$ cat config.mk
export PLATFORM = sky130hd
export DESIGN_NAME = ara_front
export DESIGN_NICKNAME = d
export VERILOG_FILES = /design/src/rtl/core/ara_pkg.sv /design/src/rtl/core/ara_front.sv
export SDC_FILE = /design/constraint.sdc
export NUM_CORES = 1
export LEC_CHECK = 0
export ABC_CLOCK_PERIOD_IN_PS = 12000
export CAP_MARGIN = 10
export CORE_MARGIN = 2
export CORE_UTILIZATION = 45
export DETAILED_ROUTE_END_ITERATION = 16
export DONT_BUFFER_PORTS = 1
export HOLD_SLACK_MARGIN = 0.12
export PLACE_DENSITY = 0.66
export SLEW_MARGIN = 30
export SYNTH_ARGS = -nofsm -noshare
export SYNTH_HDL_FRONTEND = slang
export SYNTH_SLANG_ARGS = --single-unit
$ cat constraint.sdc
create_clock -name aclk -period 12 [get_ports aclk]
set_clock_uncertainty 0.2 [all_clocks]
set_input_delay 1.2 -clock aclk [delete_from_list [all_inputs] [get_ports aclk]]
set_output_delay 1.2 -clock aclk [all_outputs]
set_load 0.05 [all_outputs]
$ cat src/rtl/core/ara_pkg.sv
`timescale 1ns / 1ps

package ara_pkg;

    // configuration register indexes
    localparam int CFG_IDX_W = 2;
    localparam logic [CFG_IDX_W-1:0] REG_SIGMA_PAR  = 2'd0;
    localparam logic [CFG_IDX_W-1:0] REG_SIGMA_PERP = 2'd1;
    localparam logic [31:0] SIGMA_RESET = 32'h0001_0000;

    // item queue between front and back
    localparam int QDEPTH = 2;
    localparam int QPTR_W = $clog2(QDEPTH);

    typedef struct packed {
        logic signed [32:0] dx;
        logic signed [32:0] dy;
        logic signed [32:0] dz;
        logic signed [17:0] nx;
        logic signed [17:0] ny;
        logic signed [17:0] nz;
        logic               final_pair;
    } ara_entry_t;

    typedef struct packed {
        logic       valid;
        ara_entry_t entry;
    } ara_q_t;

    typedef struct packed {
        logic [63:0] rem;
        logic        qb;
    } ara_div_t;

    typedef struct packed {
        logic [63:0] val;
        logic [63:0] root;
    } ara_sqrt_t;

    // one restoring division step; rem < den on entry
    function automatic ara_div_t ara_div_step(input logic [63:0] rem, input logic nb,
                                              input logic [63:0] den);
        logic [64:0] sh;
        ara_div_t    r;
        sh = {rem, nb};
        if (sh >= {1'b0, den}) begin
            r.rem = 64'(sh - {1'b0, den});
            r.qb  = 1'b1;
        end else begin
            r.rem = sh[63:0];
            r.qb  = 1'b0;
        end
        return r;
    endfunction

    // one digit-by-digit square root step
    function automatic ara_sqrt_t ara_sqrt_step(input logic [63:0] val,
                                                input logic [63:0] root,
                                                input logic [63:0] bitv);
        logic [63:0] trial;
        ara_sqrt_t   r;
        trial = root + bitv;
        if (val >= trial) begin
            r.val  = val - trial;
            r.root = (root >> 1) + bitv;
        end else begin
            r.val  = val;
            r.root = root >> 1;
        end
        return r;
    endfunction

endpackage

$ cat src/rtl/core/ara_front.sv
`timescale 1ns / 1ps

module ara_front (
    input  logic                aclk,
    input  logic                aresetn,
    input  logic                s_valid,
    output logic                s_ready,
    input  logic signed [31:0]  s_first_x,
    input  logic signed [31:0]  s_first_y,
    input  logic signed [31:0]  s_first_z,
    input  logic signed [31:0]  s_second_x,
    input  logic signed [31:0]  s_second_y,
    input  logic signed [31:0]  s_second_z,
    input  logic signed [17:0]  s_normal_x,
    input  logic signed [17:0]  s_normal_y,
    input  logic signed [17:0]  s_normal_z,
    input  logic                s_final_pair,
    input  logic                q_pop,
    output ara_pkg::ara_q_t     q_out
);
    import ara_pkg::*;

    ara_entry_t         mem_reg [QDEPTH];
    logic [QPTR_W-1:0]  wr_ptr_reg;
    logic [QPTR_W-1:0]  rd_ptr_reg;
    logic [QPTR_W:0]    fill_reg;
    ara_entry_t         push_entry;
    logic               push;

    // differences are exact at 33 bits
    always_comb begin
        push_entry.dx         = 33'(s_first_x) - 33'(s_second_x);
        push_entry.dy         = 33'(s_first_y) - 33'(s_second_y);
        push_entry.dz         = 33'(s_first_z) - 33'(s_second_z);
        push_entry.nx         = s_normal_x;
        push_entry.ny         = s_normal_y;
        push_entry.nz         = s_normal_z;
        push_entry.final_pair = s_final_pair;
    end

    assign s_ready     = (fill_reg != (QPTR_W+1)'(QDEPTH));
    assign push        = s_valid && s_ready;
    assign q_out.valid = (fill_reg != '0);
    assign q_out.entry = mem_reg[rd_ptr_reg];

    always_ff @(posedge aclk) begin
        if (!aresetn) begin
            wr_ptr_reg <= '0;
            rd_ptr_reg <= '0;
            fill_reg   <= '0;
        end else begin
            if (push) begin
                mem_reg[wr_ptr_reg] <= push_entry;
                wr_ptr_reg          <= wr_ptr_reg + 1'b1;
            end
            if (q_pop) begin
                rd_ptr_reg <= rd_ptr_reg + 1'b1;
            end
            if (push && !q_pop) begin
                fill_reg <= fill_reg + 1'b1;
            end else if (!push && q_pop) begin
                fill_reg <= fill_reg - 1'b1;
            end
        end
    end

endmodule

* Word level (Yosys, flattened, before mapping)
Memories as Yosys holds them, arrays and structs flattened. A register that Yosys moved wholly into a read port is not among the register bits. Cells that the tools add are included.
Storage, ports and cells: flip-flop bits (word level) 4, RAM bits 308, bits of input ports 251, logic and storage cells 26, memories kept 1
Operators by class: $add $sub $neg 7, equal/unequal tests 1, mux-type cells 7, reductions and logical operators 7
Memories:
- mem_reg | words 2, width 154, rd ports 1, clocked after memory_dff 1, write ports 1, RTL line ara_front.sv:23 | ara_entry_t mem_reg [QDEPTH];
Operators by type and width (number):
- 32-bit by 32-bit subtractor with 33-bit output | 3
- 1-bit two-way mux | 5
- 2-bit two-way mux | 2
- 2-bit nonzero test | 2
- 1-bit logical AND | 3
- 1-bit adder, second input constant | 2
- 2-bit by 1-bit adder with 2-bit output, second input constant | 1
- 1-bit zero test | 2
- 2-bit != test, second input constant | 1
- 2-bit by 1-bit subtractor with 2-bit output, second input constant | 1

* Longest topological paths before layout
word-level depth 6, depth in mapped cells 11, mapped depth without buffers 11

* Worst setup path after synthesis
OpenSTA, ideal clock, no wires.
kind input to register, from input s_valid, to memory mem_reg[0][0] (netlist bit) (enable), library setup time 0.671 ns, arrival 7.889 ns, slack 3.240 ns, cell stages on the path 3, cell sequence and2_0 nand2_1 nor2_1
Between the ends: cells in the longest elaborated chain, start to end 4
RTL lines:
- start: declaration | RTL line ara_front.sv:6 | input logic s_valid,
- 1-bit logical AND | RTL line ara_front.sv:42 | assign push = s_valid && s_ready;
- 1-bit two-way mux | RTL line ara_front.sv:52 | if (push) begin
- 1-bit two-way mux | RTL line ara_front.sv:47 | if (!aresetn) begin
- 1-bit two-way mux (implied by the code) | RTL line ara_front.sv:53 | mem_reg[wr_ptr_reg] <= push_entry;
- end: declaration | RTL line ara_front.sv:23
No other way between the ends.

==> summary.md <==
| Metric | Value |
|---|---|
| Cts bufs inserted | 35 |
| Yosys warnings | 0 |
| RD Place Congestion | ~0.90 |
| Vias in the first global route | just over 10000 |
| Critical path launch point type | flip-flop |
| Synthesis-stage register bit count | approximately 310 |
| CTS tree | built |
| Top-area cell type share of the netlist area | 0.552 |
| Share of cells above drive strength 1 | 0.179 |
| DP HPWL | 29000 µm |
| Vias per cell | around 5.7 |
| Total Routing Usage GR | 0.192 |
| Final Setup Violations | 0 |
| Static Leakage | 6.86 nW |
| DR vias | a little over 10000 |
| Final Hold Fails | 0 |
| WHS | ~320 ps |
| Final net count | around 1700 |
| Syn Nets | 1669 |
| Die Height | 197 µm |
| Syn Inst Count | between 1000 and 1500 |
| Clk slew on worst S/H paths | ~60 ps |
| Core Box Area | around 37000 µm² |
| Clk_lat worst skew | around 530 ps |
| Sink Count | between 300 and 400 |
| Syn Area/Cell | 12.7 µm² |
| Cts repair resizes | 0 |
| Syn-to-layout area delta | 9.33% |
| Most frequent cells in the layout | edfxtp_1 (308), mux2_2 (154), inv_1 (124) |
| VDD IR-drop max | 0.107 mV |
| Unique masters post-synth | slightly below 80 |
| Outcome | finished, final reports clean |
| Min-Delay Path Depth | 2 |
| Max FO, Critical Path | 57 |
| Clock Tree Buf Depth | 3 |
| Iter 0 DRT Violations | between 500 and 600 |
| Prevailing post-synth register cell | edfxtp_1 |
| Final setup TNS | 0 ps |
| Hold path start | fill_reg[1]$_SDFFE_PN0P_ |
| Max reg flops | around 300 |
| CTS H-tree lvls | 2 |
| Post-synth EDFFs | between 300 and 400 |
| Input/output buffers | 0 |
| Critical Path Sink Type | output port |
| Setup repair bufs after CTS | 0 |
| Initial core utilization | 0.457 |
| Filler Cells Inserted | 3219 |
| Slew Viols, Final | 0 |
| Largest cells by area after synthesis | edfxtp_1 (55%), mux2_2 (10%), ha_1 (7.2%) |
| WL/cell | between 20 and 25 µm |
| Seq/Total Area, Yosys | 0.558 |
| Commonest non-fill, non-tap cell in the layout | edfxtp_1 |
| Critical Path AT | between 2000 and 3000 ps |
| Die area | roughly 39000 µm² |
| Area of the mapped netlist | about 17000 µm² |
| Top-level I/O count | between 400 and 500 |
| R2r startpoint | fill_reg[0]$_SDFFE_PN0P_ |
| Global-route wire length before repair | roughly 58000 µm |
| Initial antenna violation count | 0 |
| Slew @ Worst Pin | roughly 840 ps |
| CP Data Required Time | between 10000 and 15000 ps |
| Die width | 197 µm |
| Synth area leader | edfxtp_1 |
| Total Routed Length | just under 40000 µm |
| Final Cycle Share | 0.335 |
| CTS root buffer | clkbuf_16 |
| Min Tclk post-route | roughly 4000 ps |
| Post-CTS Hold Fix Bufs | 0 |
| Setup CP Type | flip-flop to output port |
| R2R setup slack | slightly above 8000 ps |
| Worst Hold Class | flip-flop to flip-flop |
| Max Clk Rate | roughly 250 MHz |
| Worst slew margin | 0.442 |
| Area occupied by multi-input gates | just under 7000 µm² |
| Pwr per Cell Area | roughly 170 nW/µm² |
| Pre-Repair DR Iteration Count | 5 |
| DRT antenna net count | 0 |
| Grt ovf | 0 |
| Worst reg2reg path depth | 5 |
| Pin count of the biggest net entering global routing | 70 |
| Antenna cells | 0 |
| Max Cap Viol | 0 |
| Residual DRC count | 0 |
| RSZ-0062 raised after global routing | false |
| Hold path endpoint | fill_reg[1]$_SDFFE_PN0P_ |
| Reg area | 9350 µm² |
| RR Endpoint | mem_reg[1][102]$_DFFE_PP_ |
| Cell Rows | 70 |
| Ys async rst share | 0 |
## critical path, cell delays in order (launching register included)
cell     delay (ps)
dfxtp_4         690
buf_4           750
mux2_2          570
## through the flow
stage	worst slack [ps]	utilization	instance area, µm²	cells	power (mW)
floorplan	3240	-	16700	1318	2.02
global placement	7710	0.471	17200	1756	2.13
detailed placement	7690	0.471	17200	1756	2.14
CTS	7890	0.500	18300	1819	3.14
global route	7830	0.500	18300	1819	3.23
finish	7980	0.500	18300	1819	3.10
## cells in the mapped netlist, types with 28 or more instances
cell type / count
edfxtp_1: 308
mux2_2: 154
inv_1: 124
ha_1: 97
a21oi_1: 93
nand2_1: 69
xnor2_1: 51
o21ai_0: 47
nor2_1: 44
xor2_1: 37
a21o_1: 34
clkbuf_1: 28
## metal layers
metal / global-route usage / vias up / routed length, µm
li1: - / 4916 / -
met2: 0.323 / 377 / 18300
met3: 0.0749 / 48 / 4040
met4: 0.0593 / 0 / 756
met1: 0.228 / 4962 / 15400
met5: 0 / - / 0
## worst max-delay path by stage
stage                                           to  depth (start not counted)  startpoint  slack [ps]
after global routing                    q_out[119]                          2   flip-flop        7830
after global placement    mem_reg[1][24]$_DFFE_PP_                          4     s_valid        7710
final                                   q_out[119]                          2   flip-flop        7980
after detailed placement  mem_reg[1][24]$_DFFE_PP_                          4     s_valid        7690
after CTS                               q_out[119]                          2   flip-flop        7890
after floorplan            mem_reg[0][0]$_DFFE_PP_                          3     s_valid        3240
## layout make-up
| class | count | area share |
|---|---|---|
| sequential | 313 | 0.511 |
| clock inverter | 20 | 0.00765 |
| tap | 468 | 0.0320 |
| clock buffer | 43 | 0.0500 |
| inverter | 124 | 0.0254 |
| timing repair buffer | 7 | 0.00328 |
| multi-input combinational | 844 | 0.371 |
## cell families after synthesis
group	Yosys count	share of synthesized area
xor+xnor	88	0.0460
simple gates	219	0.0661
compound gates	282	0.112
buf+inv	161	0.0371
mux	155	0.104
fa+ha+maj	100	0.0761
flops	313	0.558
## where the power goes
group          switching (mW)  total, mW  leakage, nW  internal [mW]
logic                   0.551      0.760         3.48          0.208
registers              0.0222       1.36         2.86           1.33
clock network           0.419      0.987        0.512          0.568
total                   0.993       3.10         6.86           2.11
(Power assumes the default switching activity.)
